`config.mk`:
```
export PLATFORM = sky130hd
export DESIGN_NAME = hbbl_front
export DESIGN_NICKNAME = d
export VERILOG_FILES = /design/src/design/hbbl_pkg.sv /design/src/design/hbbl_front.sv
export SDC_FILE = /design/constraint.sdc
export NUM_CORES = 2
export LEC_CHECK = 0
export ABC_CLOCK_PERIOD_IN_PS = 10500
export BUFFER_PORTS_ARGS = -buffer_cell sky130_fd_sc_hd__buf_4
export CAP_MARGIN = 30
export CORE_ASPECT_RATIO = 0.9
export CORE_MARGIN = 2
export CORE_UTILIZATION = 54
export DETAILED_ROUTE_END_ITERATION = 6
export GPL_TIMING_DRIVEN = 0
export PLACE_DENSITY_LB_ADDON = 0.2
export SYNTH_ARGS = -nofsm -noshare
export SYNTH_HDL_FRONTEND = slang
export SYNTH_SLANG_ARGS = --single-unit
```
`constraint.sdc`:
```
create_clock -name clk -period 10.5 [get_ports clk]
set_input_delay 1.575 -clock clk [delete_from_list [all_inputs] [get_ports clk]]
set_output_delay 1.575 -clock clk [all_outputs]
set_load 0.01 [all_outputs]
```
`src/design/hbbl_pkg.sv`:
```
`default_nettype none
// ----------------------------------------------------------------------------
// hbbl_pkg
// Shared types and constants of the hashed bigram bias learner.
// ----------------------------------------------------------------------------
package hbbl_pkg;

  localparam int TABLE_DEPTH = 4096;

  localparam int TOKEN_W = 16;
  localparam int POS_W   = 16;
  localparam int SIZE_W  = 13;
  localparam int BIAS_W  = 8;
  localparam int STAT_W  = 3;
  localparam int SLOT_W  = 12;
  localparam int CNT_W   = 13;
  localparam int CFG_IDX_W  = 3;
  localparam int CFG_DATA_W = 16;
  localparam int IN_DATA_W  = 48;
  localparam int OUT_DATA_W = 40;
  localparam int HASH_W  = 64;
  localparam int DIGIT_W = 16;

  localparam logic [HASH_W-1:0] MIX_MUL_A = 64'hff51afd7ed558ccd;
  localparam logic [HASH_W-1:0] MIX_MUL_B = 64'hc4ceb9fe1a85ec53;
  localparam int MIX_SHIFT = 33;

  localparam logic [TOKEN_W-1:0] LOW_TOKEN_BOUND  = 16'd3;
  localparam logic [TOKEN_W-1:0] HIGH_TOKEN_BOUND = 16'd1000;
  localparam logic [TOKEN_W-1:0] CLOSE_DISTANCE   = 16'd50;

  localparam logic           RST_LEARN_ENABLE  = 1'b1;
  localparam logic [POS_W-1:0] RST_PROMPT_LENGTH = '0;
  localparam logic [SIZE_W-1:0] RST_TABLE_ENTRIES = 13'd4096;
  localparam logic [BIAS_W-1:0] RST_BIAS_STEP  = 8'd100;
  localparam logic [BIAS_W-1:0] RST_BIAS_LIMIT = 8'd200;

  localparam int QUEUE_DEPTH = 2;

  typedef enum logic [CFG_IDX_W-1:0] {
    REG_LEARN_ENABLE  = 3'd0,
    REG_PROMPT_LENGTH = 3'd1,
    REG_TABLE_ENTRIES = 3'd2,
    REG_BIAS_STEP     = 3'd3,
    REG_BIAS_LIMIT    = 3'd4
  } cfg_reg_t;

  typedef enum logic [STAT_W-1:0] {
    ST_IDLE      = 3'd0,
    ST_FILTERED  = 3'd1,
    ST_UPDATED   = 3'd2,
    ST_INSERTED  = 3'd3,
    ST_EXHAUSTED = 3'd4
  } status_t;

  typedef enum logic [1:0] {
    K_OFF,
    K_FILTERED,
    K_LEARN
  } kind_t;

  typedef enum logic [1:0] {
    F_IDLE,
    F_MIX,
    F_MOD,
    F_PUSH
  } front_state_t;

  typedef enum logic [2:0] {
    B_CLEAR,
    B_IDLE,
    B_READ,
    B_CHECK,
    B_DONE
  } back_state_t;

  typedef struct packed {
    kind_t              kind;
    logic [TOKEN_W-1:0] prev;
    logic [TOKEN_W-1:0] tgt;
    logic [SIZE_W-1:0]  start;
  } request_t;

  typedef struct packed {
    status_t            status;
    logic [SLOT_W-1:0]  slot;
    logic [BIAS_W-1:0]  bias;
    logic [CNT_W-1:0]   count;
  } result_t;

  function automatic logic [DIGIT_W-1:0] mix_digit(input logic sel, input logic [1:0] dig);
    logic [HASH_W-1:0] c;
    c = sel ? MIX_MUL_B : MIX_MUL_A;
    return c[dig*DIGIT_W +: DIGIT_W];
  endfunction

  function automatic logic lacks_substance(input logic [TOKEN_W-1:0] prev,
                                           input logic [TOKEN_W-1:0] tgt);
    logic [TOKEN_W-1:0] diff;
    diff = (prev > tgt) ? prev - tgt : tgt - prev;
    if (prev < LOW_TOKEN_BOUND || tgt < LOW_TOKEN_BOUND) return 1'b1;
    if (prev == tgt) return 1'b1;
    if (prev > HIGH_TOKEN_BOUND && tgt > HIGH_TOKEN_BOUND && diff < CLOSE_DISTANCE)
      return 1'b1;
    return 1'b0;
  endfunction

endpackage
`default_nettype wire

```
`src/design/hbbl_front.sv`:
```
`default_nettype none
// ----------------------------------------------------------------------------
// hbbl_front
// Accepts transitions, classifies them and hashes kept keys to a start slot.
// ----------------------------------------------------------------------------
module hbbl_front
  import hbbl_pkg::*;
(
  input  wire logic                  clk,
  input  wire logic                  rst_n,
  input  wire logic                  hold,
  input  wire logic                  learn_enable,
  input  wire logic [POS_W-1:0]      prompt_length,
  input  wire logic [SIZE_W-1:0]     size,
  input  wire logic                  in_valid,
  output      logic                  in_ready,
  input  wire logic [POS_W-1:0]      position,
  input  wire logic [TOKEN_W-1:0]    previous_token,
  input  wire logic [TOKEN_W-1:0]    tgt_token,
  output      logic                  push,
  output      request_t              push_req,
  input  wire logic                  queue_full
);

  front_state_t        state_r, state_nxt;
  request_t            req_r, req_nxt;
  logic [HASH_W-1:0]   x_r, x_nxt;
  logic [HASH_W-1:0]   acc_r, acc_nxt;
  logic                sel_r, sel_nxt;
  logic [1:0]          dig_r, dig_nxt;
  logic [3:0]          nib_r, nib_nxt;
  logic [SIZE_W-1:0]   rem_r, rem_nxt;

  logic [TOKEN_W-1:0]  prev_eff;
  logic [HASH_W-1:0]   h0;
  logic [HASH_W-1:0]   prod;
  logic [HASH_W-1:0]   acc_sum;
  logic [SIZE_W:0]     r;

  always_comb begin
    state_nxt = state_r;
    unique case (state_r)
      F_IDLE: if (in_valid && !hold) state_nxt = (req_nxt.kind == K_LEARN) ? F_MIX : F_PUSH;
      F_MIX:  if (sel_r && dig_r == 2'd3) state_nxt = F_MOD;
      F_MOD:  if (nib_r == 4'd15) state_nxt = F_PUSH;
      F_PUSH: if (!queue_full) state_nxt = F_IDLE;
      default: state_nxt = F_IDLE;
    endcase
  end

  always_comb begin
    prev_eff = (position == '0) ? TOKEN_W'(1) : previous_token;
    h0       = HASH_W'(prev_eff);
    prod     = x_r * HASH_W'(mix_digit(sel_r, dig_r));
    acc_sum  = acc_r + (prod << (DIGIT_W * dig_r));
    req_nxt  = req_r;
    x_nxt    = x_r;
    acc_nxt  = acc_r;
    sel_nxt  = sel_r;
    dig_nxt  = dig_r;
    nib_nxt  = nib_r;
    rem_nxt  = rem_r;
    r        = '0;
    in_ready = (state_r == F_IDLE) && !hold;
    push     = (state_r == F_PUSH) && !queue_full;
    push_req = req_r;
    unique case (state_r)
      F_IDLE: begin
        req_nxt.prev  = prev_eff;
        req_nxt.tgt   = tgt_token;
        req_nxt.start = '0;
        if (!learn_enable || position < prompt_length) req_nxt.kind = K_OFF;
        else if (lacks_substance(prev_eff, tgt_token)) req_nxt.kind = K_FILTERED;
        else req_nxt.kind = K_LEARN;
        x_nxt   = h0 ^ (h0 >> MIX_SHIFT);
        acc_nxt = '0;
        sel_nxt = 1'b0;
        dig_nxt = '0;
        nib_nxt = '0;
        rem_nxt = '0;
      end
      F_MIX: begin
        dig_nxt = dig_r + 2'd1;
        acc_nxt = acc_sum;
        if (dig_r == 2'd3) begin
          x_nxt   = acc_sum ^ (acc_sum >> MIX_SHIFT);
          acc_nxt = '0;
          sel_nxt = 1'b1;
        end
      end
      F_MOD: begin
        r = {1'b0, rem_r};
        for (int j = 0; j < 4; j++) begin
          r = {r[SIZE_W-1:0], x_r[HASH_W-1-j]};
          if (r >= {1'b0, size}) r = r - {1'b0, size};
        end
        rem_nxt = r[SIZE_W-1:0];
        x_nxt   = x_r << 4;
        nib_nxt = nib_r + 4'd1;
        if (nib_r == 4'd15) req_nxt.start = r[SIZE_W-1:0];
      end
      F_PUSH: ;
      default: ;
    endcase
  end

  always_ff @(posedge clk) begin
    if (!rst_n) begin
      state_r <= F_IDLE;
    end else begin
      state_r <= state_nxt;
    end
    req_r <= req_nxt;
    x_r   <= x_nxt;
    acc_r <= acc_nxt;
    sel_r <= sel_nxt;
    dig_r <= dig_nxt;
    nib_r <= nib_nxt;
    rem_r <= rem_nxt;
  end

endmodule
`default_nettype wire

```
# Yosys cells after proc, flatten, opt, wreduce, memory -nomap -nowiden
# Cells that the tools add are included.
# word_totals
reg_bits,197
wordCells,117
# classes
n_addsub,9
multipliers,1
n_lt_le_gt_ge,11
eq_ne,12
shifts,2
n_mux,50
n_bitwise,1
reduce_logical,20
# ops
op,n
$pmux 64 s3,1
$mux 64,2
$pmux 64 s2,1
$mux 13,8
$add 64x64->64,1
$mul 64x16->64,1
$shiftx 64x7->16,1
$shl 64x6->64,1
$xor 64x31->64,1
$mux 62,1
$ge 14x13->1,4
$pmux 13 s2,2
$sub 13x13->13,4
$mux 34,1
$gt 16x10->1 const B,2
$lt 16x2->1 const B,2
$mux 16,2
$sub 16x16->16,2
$mux 1,21
$eq 16x16->1,1
$gt 16x16->1,1
$logic_not 16->1,1
$lt 16x16->1,1
$lt 16x6->1 const B,1
other kinds (19),43

# Longest topological paths before layout
# depth
depth_word,26
depth_mapped,54
ltp_nobuf,48

# Least setup slack after synthesis
# Ideal clock, no wire load.
# synth_timing
kind,input to register
startpoint,in size[0]
endpoint,reg req_r (netlist bit push_req[4]) (data pin)
setup_time_ns,0.260
t_arrival_ns,10.684
path_slack_ns,-0.444
path_stages,51
path_cell_list,ha_1 > inv_1 > fa_1 > a21o_1 > a21oi_2 > o21bai_1 > o31a_1 > o221ai_2 > nand2_1 > clkbuf_1 > o21ai_0 > fa_1 > nor2b_1 > o21ai_1 > a21oi_1 > a211oi_2 > o211ai_2 > o32a_1 > [... 15 more ...] > buf_2 > nand2_1 > o21a_1 > inv_2 > fa_1 > nor2b_1 > o21ai_1 > a21boi_0 > o21ai_1 > a211oi_1 > nor2_1 > a211o_1 > a21oi_1 > nor2_1 > clkbuf_1 > nand3_1 > o21ai_1 > o2bb2ai_2
# synth_between
elab_chain_cells,13
elab_cells_between_ends,17
cone_classes,add/sub: 4; order compare: 4; mux: 9
# synth_lines
item,line,text
from (decl),hbbl_front.sv:14,"input wire logic [SIZE_W-1:0] size,"
$sub 13x13->13 or $ge 14x13->1 (tied branches),hbbl_front.sv:95,"if (r >= {1'b0, size}) r = r - {1'b0, size};"
$mux 13,hbbl_front.sv:95,
$mux 13,hbbl_front.sv:67,unique case (state_r)
$sub 13x13->13 or $ge 14x13->1 (tied branches),hbbl_front.sv:95,
$mux 13,hbbl_front.sv:95,
$mux 13,hbbl_front.sv:67,
$sub 13x13->13 or $ge 14x13->1 (tied branches),hbbl_front.sv:95,
$mux 13,hbbl_front.sv:95,
$mux 13,hbbl_front.sv:67,
$sub 13x13->13 or $ge 14x13->1 (tied branches),hbbl_front.sv:95,
$mux 13 (*),hbbl_front.sv:95,
$mux 13 (*),hbbl_front.sv:100,if (nib_r == 4'd15) req_nxt.start = r[SIZE_W-1:0];
$pmux 13 s2 (*),hbbl_front.sv:67,
to (signal assigned),hbbl_front.sv:113,req_r <= req_nxt;
to (decl),hbbl_front.sv:26,"request_t req_r, req_nxt;"
# Every way passes the cells marked *; elsewhere a longest branch is shown, timed or not. The select of a mux whose other input is x is not followed.
# A chain may end at the register's enable or synchronous reset.

# Final worst setup path
# layout_timing
startpoint,in size[0]
endpoint,reg req_r (netlist bit push_req[5]) (data pin)
# The elaborated chain is that of the path after synthesis.

==> reports/qor.txt <==
most common cell in the synthesized netlist - inv_1
Starting Density - 54.8%
Final Max Slew Viols - 0
dpl hpwl - 122000 um
fraction of registers with async set/reset - 0%
# rows - 98
ys flop type - edfxtp_1
endpoints failing setup - 27
H-Tree Level Count - 4
post-route minimum period - 10720 ps
CP delay by family, top - compound AO/OA/AOI/OAI gates
Vias - 37.8k
design area - 50700 um2
slowest stage delay, CP - 390 ps
final wirelength - 151000 um
initial antenna violation count - 4
Placer Congestion - 1.01
DP Area - 46100 um2
io pins - 132
Hold Crit Class - flop to flop
Final Cycle Share - 102%
Vias/cell - 5.97
syn nets - 6061
kind of end point of the critical path - flop
Final WS setup - -216 ps
Final #Nets - 6375
clock sinks - 197
Worst-Skew Late Latency - 520 ps
top cells by count, synth - 871 x inv_1, 759 x fa_1, 759 x nand2_1, 273 x ha_1, 265 x and2_1
final hold slack - 475 ps
Max Clk Rate - 93.3 MHz
internal reg-to-reg setup slack - -30 ps
Post-Syn Area - 43700 um2
Final ANT Viol Nets - 0
Final Non-Filler Cells - 6325
sequential area share after synthesis - 13.5%
Core Area - 79700 um2
area fraction of the dominant cell type after synthesis - 34.8%
Yosys Warn Count - 0
DR pass1 iterations - 5
worst slew pin tran - 1130 ps
share of layout cells above drive strength 1 - 15.5%
number of global-route vias before repair - 37.7k
Fill cells - 6657
failing checks - negative setup slack
Final Util - 63.6%
Tot GR Track Use - 36.6%
input/output buffers - 131
crit path launch type - primary input
skew final - 23.9 ps
Relative slew margins - 24.1%
status - finished, violations left
Die H - 274 um
first-pass GRT wire length - 228000 um
Post-route DRC - 0
Post-synth EDFFs - 193
Yosys reg bits - 197
most used cell, CP - o21ai_2
Worst Path Buf+Inv - 8
remaining global-route overflow - 0
CP required - 10830 ps
cts bufs inserted - 17
area leader, netlist - fa_1
Clock Path Buffers - 2
die area - 83200 um2
Max-Cap Viols - 0
Initial DRC Count - 4192
die width - 304 um
Slowest cell on crit path - fa_2
CP max FO - 6
WP data arrival - 11050 ps
WL per Instance - 23.9 um
worst setup path category - primary input to flop
largest net degree at the start of global routing - 65
CTS tree - done
Hold Violations, Final - 0
clock slew at reported path FFs - 90 ps
count of different cell masters after synthesis - 87
Area Growth Syn to Fin - 16.1%
Clock Tree Root - clkbuf_16
Hold-fix buffers, CTS - 0
Post-Synthesis Cells - 4946
main area contributors after synthesis - fa_1 35%, edfxtp_1 13%, ha_1 7.8%
Placed Instances - 6136
average size of a mapped cell - 8.83 um2
RSZ-0062 raised after global routing - yes
==> logic make-up after synthesis <==
group | after synthesis | share of synthesized area (%)
flip-flops | 197 | 13.5
AND/OR/NAND/NOR | 1543 | 16.4
XOR/XNOR | 216 | 4.36
adder cells (fa/ha/maj) | 1032 | 42.6
buffers and inverters | 1115 | 9.67
multiplexers | 65 | 1.62
AO/OA/AOI/OAI | 778 | 11.9
==> path summary, 6_finish.rpt <==
check	start	end	cells after the start
worst min register to register	push_req[46]	push_req[46]	2
worst max-delay path	size[0]	push_req[5]	51
worst min-delay path	push_req[46]	push_req[46]	2
worst max register to register	sel_r	x_r[30]	42
==> routing by layer <==
| metal | vias up | part of all wire, % | global-route usage [%] |
|---|---|---|---|
| met2 | 2070 | 43 | 54.6 |
| met4 | 0 | 3.8 | 12.0 |
| met5 | - | 0 | 0 |
| met3 | 337 | 12 | 9.45 |
| li1 | 16400 | - | - |
| met1 | 19000 | 41 | 52.2 |
==> placed cells by master, fill, tap and decap left out, types with 15 or more instances in the layout <==
cell type,instances
inv_2,16
o21bai_1,23
a211oi_1,21
nand2_1,746
a21oi_2,37
a211o_1,16
xor2_1,62
buf_4,307
nor2_1,173
nor2b_1,38
a21o_1,113
and3_1,48
a22o_1,24
o211ai_1,22
ha_4,38
buf_6,15
fa_2,15
o21a_1,35
o21ai_1,35
fa_1,744
nor3_1,41
xnor2_2,21
clkbuf_1,124
a31oi_1,18
a21oi_1,160
nand3_1,68
clkbuf_2,30
nand4_1,38
o21ai_2,21
and2_1,246
o21ai_0,86
inv_1,852
nand2b_1,24
mux2i_1,24
edfxtp_1,193
clkbuf_16,22
xnor2_1,120
ha_1,212
and2_4,17
ha_2,23
==> timing repair <==
action                                  in CTS  in global routing
gates resized for setup                    396                250
pin swaps                                  111                150
endpoints found under the setup margin     135                115
gates cloned                                 1                  0
setup buffers                              140                 48
==> sequential cells by signal, summed over array words and instances (netlist names) <==
signal and flops:
dig_r 2, rem_r 13, sel_r 1, state_r 2, acc_r 64, push_req 47
x_r 64, nib_r 4
==> metrics by stage <==
step | TNS, ps | setup slack (ps)
3_3_place_gp | -313900 | -3500
6_report | -3390 | -216
2_1_floorplan | 0 | 5.58
5_1_grt | -13240 | -487
3_5_place_dp | -274640 | -3120
4_1_cts | -860 | -151
==> area by class of cell <==
class / count / area [um2] / share of cell area, %
Inverter: 874 / 3310 / 6.54
Sequential cell: 197 / 5880 / 11.6
Buffer: 211 / 1190 / 2.35
Multi-Input combinational cell: 3634 / 35800 / 70.6
Clock buffer: 17 / 425 / 0.839
Antenna cell: 2 / 5.00 / 0.00988
Timing Repair Buffer: 325 / 2630 / 5.18
Tap cell: 1050 / 1310 / 2.59
Clock inverter: 15 / 165 / 0.326
==> worst reg2reg max path, delay by kind of cell, from the launching register on <==
family | cells | cell delay (ps)
AO/OA/AOI/OAI | 14 | 2900
XOR/XNOR | 3 | 720
adder cells (fa/ha/maj) | 9 | 3860
buffers and inverters | 9 | 1120
flip-flops | 1 | 500
multiplexers | 1 | 230
AND/OR/NAND/NOR | 6 | 1000
Power is not shown: default switching activity piles up to over one toggle a cycle in this logic, so the estimate is an artifact.
