`src/design/hbbl_pkg.sv`:
```
`default_nettype none
// ----------------------------------------------------------------------------
// hbbl_pkg
// Shared types and constants of the hashed bigram bias learner.
// ----------------------------------------------------------------------------
package hbbl_pkg;

  localparam int TABLE_DEPTH = 4096;

  localparam int TOKEN_W = 16;
  localparam int POS_W   = 16;
  localparam int SIZE_W  = 13;
  localparam int BIAS_W  = 8;
  localparam int STAT_W  = 3;
  localparam int SLOT_W  = 12;
  localparam int CNT_W   = 13;
  localparam int CFG_IDX_W  = 3;
  localparam int CFG_DATA_W = 16;
  localparam int IN_DATA_W  = 48;
  localparam int OUT_DATA_W = 40;
  localparam int HASH_W  = 64;
  localparam int DIGIT_W = 16;

  localparam logic [HASH_W-1:0] MIX_MUL_A = 64'hff51afd7ed558ccd;
  localparam logic [HASH_W-1:0] MIX_MUL_B = 64'hc4ceb9fe1a85ec53;
  localparam int MIX_SHIFT = 33;

  localparam logic [TOKEN_W-1:0] LOW_TOKEN_BOUND  = 16'd3;
  localparam logic [TOKEN_W-1:0] HIGH_TOKEN_BOUND = 16'd1000;
  localparam logic [TOKEN_W-1:0] CLOSE_DISTANCE   = 16'd50;

  localparam logic           RST_LEARN_ENABLE  = 1'b1;
  localparam logic [POS_W-1:0] RST_PROMPT_LENGTH = '0;
  localparam logic [SIZE_W-1:0] RST_TABLE_ENTRIES = 13'd4096;
  localparam logic [BIAS_W-1:0] RST_BIAS_STEP  = 8'd100;
  localparam logic [BIAS_W-1:0] RST_BIAS_LIMIT = 8'd200;

  localparam int QUEUE_DEPTH = 2;

  typedef enum logic [CFG_IDX_W-1:0] {
    REG_LEARN_ENABLE  = 3'd0,
    REG_PROMPT_LENGTH = 3'd1,
    REG_TABLE_ENTRIES = 3'd2,
    REG_BIAS_STEP     = 3'd3,
    REG_BIAS_LIMIT    = 3'd4
  } cfg_reg_t;

  typedef enum logic [STAT_W-1:0] {
    ST_IDLE      = 3'd0,
    ST_FILTERED  = 3'd1,
    ST_UPDATED   = 3'd2,
    ST_INSERTED  = 3'd3,
    ST_EXHAUSTED = 3'd4
  } status_t;

  typedef enum logic [1:0] {
    K_OFF,
    K_FILTERED,
    K_LEARN
  } kind_t;

  typedef enum logic [1:0] {
    F_IDLE,
    F_MIX,
    F_MOD,
    F_PUSH
  } front_state_t;

  typedef enum logic [2:0] {
    B_CLEAR,
    B_IDLE,
    B_READ,
    B_CHECK,
    B_DONE
  } back_state_t;

  typedef struct packed {
    kind_t              kind;
    logic [TOKEN_W-1:0] prev;
    logic [TOKEN_W-1:0] tgt;
    logic [SIZE_W-1:0]  start;
  } request_t;

  typedef struct packed {
    status_t            status;
    logic [SLOT_W-1:0]  slot;
    logic [BIAS_W-1:0]  bias;
    logic [CNT_W-1:0]   count;
  } result_t;

  function automatic logic [DIGIT_W-1:0] mix_digit(input logic sel, input logic [1:0] dig);
    logic [HASH_W-1:0] c;
    c = sel ? MIX_MUL_B : MIX_MUL_A;
    return c[dig*DIGIT_W +: DIGIT_W];
  endfunction

  function automatic logic lacks_substance(input logic [TOKEN_W-1:0] prev,
                                           input logic [TOKEN_W-1:0] tgt);
    logic [TOKEN_W-1:0] diff;
    diff = (prev > tgt) ? prev - tgt : tgt - prev;
    if (prev < LOW_TOKEN_BOUND || tgt < LOW_TOKEN_BOUND) return 1'b1;
    if (prev == tgt) return 1'b1;
    if (prev > HIGH_TOKEN_BOUND && tgt > HIGH_TOKEN_BOUND && diff < CLOSE_DISTANCE)
      return 1'b1;
    return 1'b0;
  endfunction

endpackage
`default_nettype wire

```
`src/design/hbbl_queue.sv`:
```
`default_nettype none
// ----------------------------------------------------------------------------
// hbbl_queue
// Short request queue between the classify front and the table back.
// ----------------------------------------------------------------------------
module hbbl_queue
  import hbbl_pkg::*;
(
  input  wire logic     clk,
  input  wire logic     rst_n,
  input  wire logic     push,
  input  wire request_t push_req,
  output      logic     full,
  input  wire logic     pop,
  output      request_t pop_req,
  output      logic     empty
);

  localparam int PTR_W = $clog2(QUEUE_DEPTH);

  request_t             slots_r [QUEUE_DEPTH];
  logic [PTR_W-1:0]     wr_r, rd_r;
  logic [PTR_W:0]       fill_r;

  assign full    = (fill_r == (PTR_W+1)'(QUEUE_DEPTH));
  assign empty   = (fill_r == '0);
  assign pop_req = slots_r[rd_r];

  always_ff @(posedge clk) begin
    if (!rst_n) begin
      wr_r   <= '0;
      rd_r   <= '0;
      fill_r <= '0;
    end else begin
      if (push) wr_r <= wr_r + 1'b1;
      if (pop)  rd_r <= rd_r + 1'b1;
      if (push && !pop) fill_r <= fill_r + 1'b1;
      else if (pop && !push) fill_r <= fill_r - 1'b1;
    end
    if (push) slots_r[wr_r] <= push_req;
  end

endmodule
`default_nettype wire

```
`config.mk`:
```
export PLATFORM = sky130hd
export DESIGN_NAME = hbbl_queue
export DESIGN_NICKNAME = d
export VERILOG_FILES = /design/src/design/hbbl_pkg.sv /design/src/design/hbbl_queue.sv
export SDC_FILE = /design/constraint.sdc
export NUM_CORES = 1
export LEC_CHECK = 0
export ABC_CLOCK_PERIOD_IN_PS = 6950
export BUFFER_PORTS_ARGS = -buffer_cell sky130_fd_sc_hd__buf_4
export CAP_MARGIN = 40
export CORE_AREA = 2 2 100 73
export DETAILED_ROUTE_END_ITERATION = 8
export DIE_AREA = 0 0 102 75
export PLACE_DENSITY = 0.82
export SETUP_SLACK_MARGIN = 0.4
export SKIP_CTS_REPAIR_TIMING = 1
export SLEW_MARGIN = 0
export SYNTH_ARGS = -nofsm -noshare
export SYNTH_HDL_FRONTEND = slang
export SYNTH_SLANG_ARGS = --single-unit
```
`constraint.sdc`:
```
create_clock -name clk -period 6.95 [get_ports clk]
set_clock_uncertainty 0.15 [all_clocks]
set_input_delay 0 -clock clk [delete_from_list [all_inputs] [get_ports clk]]
set_output_delay 0 -clock clk [all_outputs]
set_load 0.005 [all_outputs]
```
Yosys cells after proc, flatten, opt, wreduce, memory -nomap -nowiden:

Memory sizes are Yosys's and may differ from the RTL's. A register that Yosys moved wholly into a read port is not among the register bits.
Cells that the tools add are included.

* bits in writable memories: 94
* input port bits: 51
* output and inout port bits: 49
* memories: 1
* register bits after elaboration: 4

Memories
* slots_r: words 2, bits a word 47, rd ports 1, clocked after Yosys merged registers in 1, write ports 1, line hbbl_queue.sv:21 `request_t slots_r [QUEUE_DEPTH];`

* eq/ne operators: 1
* muxes and demuxes: 6
* $add $sub $neg: 4
* reduce and logical (&&, ||, !) cells: 6

Operators with widths (count)
* $mux W1: 4
* $mux W2: 2
* $add A1 B1 Y1 const B: 2
* $add A2 B1 Y2 const B: 1
* $eq A2 B2 Y1 const B: 1
* $logic_and A1 B1 Y1: 2
* $logic_not A1 Y1: 2
* $logic_not A2 Y1: 1
* $reduce_bool A2 Y1: 1
* $sub A2 B1 Y2 const B: 1

Logic depth before layout (Yosys ltp):

Gate-level depths: netlist (run 1).

* word-level depth: 4
* mapped depth: 5

Worst setup path before layout (run 1):

Ideal clock, no wire load.

* kind: reg-to-reg
* start point: register wr_r
* end point: memory slots_r[0][0] (netlist bit) (enable)
* arrival: 2.431 ns
* cell stages (with the launch flop): 2
* required time: 6.342 ns
* path slack: 3.911 ns
* setup time: 0.458 ns
* path buffers: 0
* path through: dfxtp_1 -> nor2b_1

RTL lines
* start: declaration: line hbbl_queue.sv:22 `logic [PTR_W-1:0] wr_r, rd_r;`
* start signal: assignment: line hbbl_queue.sv:35 `if (push) wr_r <= wr_r + 1'b1;`
* end: declaration: line hbbl_queue.sv:21

No word-level cell before the write port.

==> results of run 1 <==
[area by class of cell]
type	instances	area, µm²
clock buffer	10	128
tap	94	118
sequential	99	2920
timing repair buffer	152	1290
fill	370	1450
clock inverter	6	63.8
multi-input combinational	63	653
inverter	1	3.75
[worst min-delay path by stage]
stage	endpoint	slack, ns	cells past startpoint
after floorplan	slots_r[0][0]	-0.05	0
after global placement	slots_r[0][13]	0.04	1
after detailed placement	slots_r[1][32]	0.04	1
after CTS	slots_r[0][40]	-0.34	1
final	fill_r[1]	-0.008	4
after global routing	slots_r[0][38]	0.02	2
[metal layers]
layer | vias up | routed length (µm) | track usage
met4 | 0 | 78 | 0.0578
li1 | 972 | - | -
met2 | 64 | 3720 | 0.281
met1 | 988 | 2730 | 0.186
met5 | - | 0 | 0
met3 | 7 | 441 | 0.0752
[logic make-up (layout without fill, tap and decap cells)]
group / after synthesis / after routing / synth area share
buffers and inverters: 6 / 169 / 0.0138
XOR/XNOR: 3 / 3 / 0.00727
AO/OA/AOI/OAI: 3 / 3 / 0.00553
adder cells (fa/ha/maj): 1 / 1 / 0.00346
multiplexers: 47 / 47 / 0.146
flip-flops: 99 / 99 / 0.808
AND/OR/NAND/NOR: 9 / 9 / 0.0156
[critical path, cell delays in order (launching register included)]
cell and delay, ns:
dfxtp_2 0.57, buf_12 0.27, mux2_2 0.38, buf_4 0.14
[Yosys cell counts]
cell type  instances
buf_2              1
dfxtp_1            5
buf_4              1
inv_1              1
and2_1             4
ha_1               1
nor2_1             1
buf_6              3
xor2_1             2
or3_1              1
mux2_2            47
o21a_1             1
a21boi_1           1
and2b_2            1
edfxtp_1          94
nor2b_1            2
o21ai_0            1
xnor2_1            1
[cell usage in the layout (no fill, tap or decap), types with 2 or more instances in the layout]
| cell | count |
|---|---|
| buf_4 | 100 |
| edfxtp_1 | 94 |
| dlygate4sd3_1 | 50 |
| mux2_2 | 47 |
| clkbuf_8 | 9 |
| dfxtp_1 | 4 |
| and2_1 | 3 |
| xor2_1 | 2 |
| inv_6 | 2 |
| buf_12 | 2 |
[stage by stage]
step	util	hold slack, ns
4_1_cts	0.706	-0.341
5_1_grt	0.781	0.0190
2_1_floorplan	-	-0.0511
6_report	0.781	-0.00825
3_5_place_dp	0.677	0.0376
3_3_place_gp	0.671	0.0353
[power breakdown]
part | switching (mW) | internal [mW]
logic | 0.0634 | 0.108
registers | 0.0118 | 0.687
clock network | 0.186 | 0.167
total | 0.261 | 0.963
[state kept, by name, summed over array words and instances, names as in the netlist, named ones only]
signal and flops:
fill_r 2, slots_r 94, rd_r 1, wr_r 1
==> reports/metrics.yaml, run 1 <==
status: "complete, but fails checks"
violations: "negative hold slack"
vdd.ir_drop.worst_mv: 0.154
r2r_end: "slots_r[0][14]"
tightestPinTransition_ns: 0.571
die_width_um: 102
setup.worst_path.end_class: "output pin"
r2r_slack_ns: 5.16
hold_viol: 1
yosys-top-cells-area: "edfxtp_1 78%, mux2_2 15%, dfxtp_1 2.8%"
leakage_nw: 1.97
dpl_cell_area_um2: 4490
cp-endpoint: "pop_req[33]"
tns_ns: 0
drv_cap: 0
pre_cts_ws_ns: 5.12
worstHoldPathType: "input port to flop"
cts_tree: "yes"
fin_total_pwr_mw: 1.22
start_util: 0.545
grt_max_degree: 34
antenna_found_initial: 0
netlist_instances: 168
drc_errors: 0
drtIter0Drc: 88
final_cells: 425
hp-start: "push"
finalInstanceArea_um2: 5180
crit_required_ns: 6.80
cts_made_buffers: 9
wl_mm: 6.97
clock-sinks: 99
netlist_area_um2: 3620
grt_pass1_wl_mm: 9.03
antenna_cells: 0
p_per_area_nw_per_um2: 236
rsz0062_at_grt: "no"
cts.path.max_buffers: 2
port_buffers: 99
timing.final.ws_setup_ns: 5.08
vias_per_cell: 4.78
ys_seq_elements: 99
fin_nets: 378
cts_root_buf: "clkbuf_8"
yosysWarnings: 0
yosysTopAreaCell: "edfxtp_1"
rows: 25
avgSynthCellArea_um2: 21.5
finalCritPeriodShare: 0.269
yosysTopAreaCellShare: 0.780
layout-drive-gt1-share: 0.505
drv_slew: 0
clkTransAtPathRegs_ns: 0.08
vias: 2031
die_y_um: 75
track_usage: 0.164
start_kind: "flop"
arrival_ns: 1.72
setup_viol: 0
whs_ns: -0.00825
drt.antenna.violating_nets: 0
core_um2: 6630
max_freq_mhz: 535
synth_cell_types: 18
wl_per_cell_um: 16.4
dp_hpwl_mm: 4.10
areaGrowthSynthToFinish_pct: 43.2
cts.htree.levels: 3
clk_latency_ns: 0.35
worstPathMaxFanout: 33
routabilityCongestion: 0.698
synth_nets: 220
slew_headroom: 0.618
grt_pass1_vias: 1949
dpl.cell_count: 359
rr_worst_depth: 2
ioPinCount: 100
yosysSeqAreaShare: 0.808
grt_remaining_overflow: 0
crit_type: "flop to output pin"
r2r-start: "wr_r"
min_period_ns: 1.87
die_area_um2: 7650
drt_first_pass_iters: 4
(Power assumes the default switching activity.)
==> inputs of run 2 (changes only) <==
--- a/config.mk
+++ b/config.mk
@@ -5,13 +5,14 @@
 export SDC_FILE = /design/constraint.sdc
 export NUM_CORES = 1
 export LEC_CHECK = 0
-export ABC_CLOCK_PERIOD_IN_PS = 6950
+export ABC_AREA = 1
+export ABC_CLOCK_PERIOD_IN_PS = 1700
 export BUFFER_PORTS_ARGS = -buffer_cell sky130_fd_sc_hd__buf_4
 export CAP_MARGIN = 40
-export CORE_AREA = 2 2 100 73
+export CORE_AREA = 2 2 110 80
 export DETAILED_ROUTE_END_ITERATION = 8
-export DIE_AREA = 0 0 102 75
-export PLACE_DENSITY = 0.82
+export DIE_AREA = 0 0 112 82
+export PLACE_DENSITY = 0.74
 export SETUP_SLACK_MARGIN = 0.4
 export SKIP_CTS_REPAIR_TIMING = 1
 export SLEW_MARGIN = 0
==> constraint.sdc (replaced) <==
create_clock -name clk -period 1.7 [get_ports clk]
set_clock_uncertainty 0.15 [all_clocks]
set_input_delay 0 -clock clk [delete_from_list [all_inputs] [get_ports clk]]
set_output_delay 0 -clock clk [all_outputs]
set_load 0.005 [all_outputs]
==> run 2 against run 1 <==
The flow now finishes without violations. Design area rose by 7.8%. Non-clock buffer count rose by 6. Die area rose by 20%. Synthesized cell count rose by 7.7%. Largest cell class unchanged. Largest power group unchanged. Via count rose by 3.2%. Core utilization fell by 10 points. Highest routed layer unchanged. Critical path type unchanged.
==> reports/metrics.yaml, run 2 <==
start_util: 0.457
hp-start: "push"
crit_chain: "clkbuf_16 > mux2_4 > buf_4"
cpPeakStageDelay_ns: 0.43
synth_nets: 233
finalInstanceArea_um2: 5590
grt_max_degree: 48
die_area_um2: 9180
drtIter0Drc: 63
clock-sinks: 99
dpl_cell_area_um2: 4660
antenna_found_initial: 0
synth_common_cells: "94 x edfxtp_1, 30 x mux2_4, 17 x mux2_2, 9 x nor2_1"
vias_per_cell: 4.60
die_y_um: 82
wl_per_cell_um: 15.5
holdPathEnd: "slots_r[0][24]"
grt_remaining_overflow: 0
synth-edff-count: 94
finalCritPeriodShare: 0.933
grt_pass1_vias: 1858
avgSynthCellArea_um2: 20.7
largest_reg_flops: 94
areaGrowthSynthToFinish_pct: 49.2
arrival_ns: 1.44
cts_made_buffers: 9
final_cell_mix: "94 x buf_4, 94 x edfxtp_1, 50 x dlygate4sd3_1"
grt_use_met3: 0.0590
rows: 28
slew_headroom: 0.811
cts.path.max_buffers: 2
grt_pass1_wl_mm: 9.21
crit_slowest_cell: "dfxtp_4"
routabilityCongestion: 0.632
setup.worst_path.end_class: "output pin"
tns_ns: 0
dp_hpwl_mm: 4.06
tightestPinTransition_ns: 0.283
start_kind: "flop"
yosysTopAreaCellShare: 0.754
fin_nets: 397
vias: 2095
multi_input_area_um2: 768
ioPinCount: 100
yosysWarnings: 0
core_um2: 8200
antenna_cells: 0
num-fill-cells: 541
p_per_area_nw_per_um2: 1010
crit_type: "flop to output pin"
whs_ns: 0.113
max_freq_mhz: 630
drt_first_pass_iters: 4
drv_slew: 0
rr_worst_depth: 3
post-synth-top-count-cell: "edfxtp_1"
clkTransAtPathRegs_ns: 0.06
use_met2: 0.212
port_buffers: 99
grt.busiest_layer: "met2"
synth_async_sr_flop_share: 0
worstPathMaxFanout: 12
hold_path_depth: 4
yosys-top-cells-area: "edfxtp_1 75%, mux2_4 12%, mux2_2 5.1%"
track_usage: 0.136
layout-drive-gt1-share: 0.503
synth_cell_types: 14
regArea_um2: 2930
clk_latency_ns: 0.33
ys.flop_type: "edfxtp_1"
cts_root_buf: "clkbuf_16"
reg_top3: "slots_r x94, fill_r x2"
leakage_nw: 2.24
top_register: "slots_r"
yosysTopAreaCell: "edfxtp_1"
cts_tree: "yes"
rsz0062_at_grt: "yes"
setup_viol: 0
r2r_end: "slots_r[1][9]"
drt.antenna.violating_nets: 0
drv_cap: 0
vdd.ir_drop.worst_mv: 0.637
yosysSeqAreaShare: 0.781
cts.htree.levels: 3
use_met1: 0.172
min_period_ns: 1.59
die_width_um: 112
crit_required_ns: 1.55
netlist_area_um2: 3740
netlist_instances: 181
drc_errors: 0
worstHoldPathType: "input port to flop"
ys_seq_elements: 99
status: "finished clean"
wl_mm: 7.08
r2r-start: "wr_r"
r2r_slack_ns: 0.47
hold_viol: 0
run 2: final cells by class:
class | count | area share
clock buffers | 9 | 0.0403
multi-input cells | 69 | 0.138
repair buffers | 158 | 0.254
clock inverters | 7 | 0.0146
well taps | 105 | 0.0235
flip-flops and latches | 99 | 0.524
inverters | 8 | 0.00605
run 2: metrics by stage:
stage	worst slack (ns)	instances	util	power (mW)
2_1_floorplan	0.0896	181	-	3.19
3_3_place_gp	0.394	385	0.568	3.51
3_5_place_dp	0.388	385	0.568	3.52
4_1_cts	0.0151	401	0.606	5.55
5_1_grt	0.0593	455	0.681	5.87
6_report	0.114	455	0.681	5.64
run 2: how the worst max path moves through the flow:
stage	from	to	slack (ns)
after floorplan	wr_r	slots_r[1][0]	0.09
after global placement	flop	pop_req[37]	0.39
after detailed placement	flop	pop_req[27]	0.39
after CTS	flop	pop_req[27]	0.02
after global routing	flop	pop_req[17]	0.06
final	flop	pop_req[19]	0.11
run 2: metal layers:
metal	vias up	share of wire
met5	-	0
met4	0	0.011
met3	7	0.059
met2	71	0.49
met1	999	0.44
li1	1018	-
run 2: power breakdown:
part           switching (mW)  internal [mW]
logic                   0.272          0.478
registers              0.0435           2.82
clock network           0.867           1.17
total                    1.18           4.46
run 2: logic make-up (layout without fill, tap and decap cells):
| group | count (synthesis) | after routing | synth area share |
|---|---|---|---|
| DFF | 99 | 99 | 0.781 |
| muxes | 47 | 47 | 0.172 |
| and+or+nand+nor | 19 | 19 | 0.0201 |
| buffers and inverters | 13 | 182 | 0.0214 |
| AOI/OAI and AO/OA | 2 | 2 | 0.00267 |
| adders and majority gates | 1 | 1 | 0.00334 |
run 2: worst max-delay path: cells and delay by family, from the launching register on:
kind	cells	cell delay, ns
multiplexers	1	0.31
buffers and inverters	2	0.36
flip-flops	1	0.43
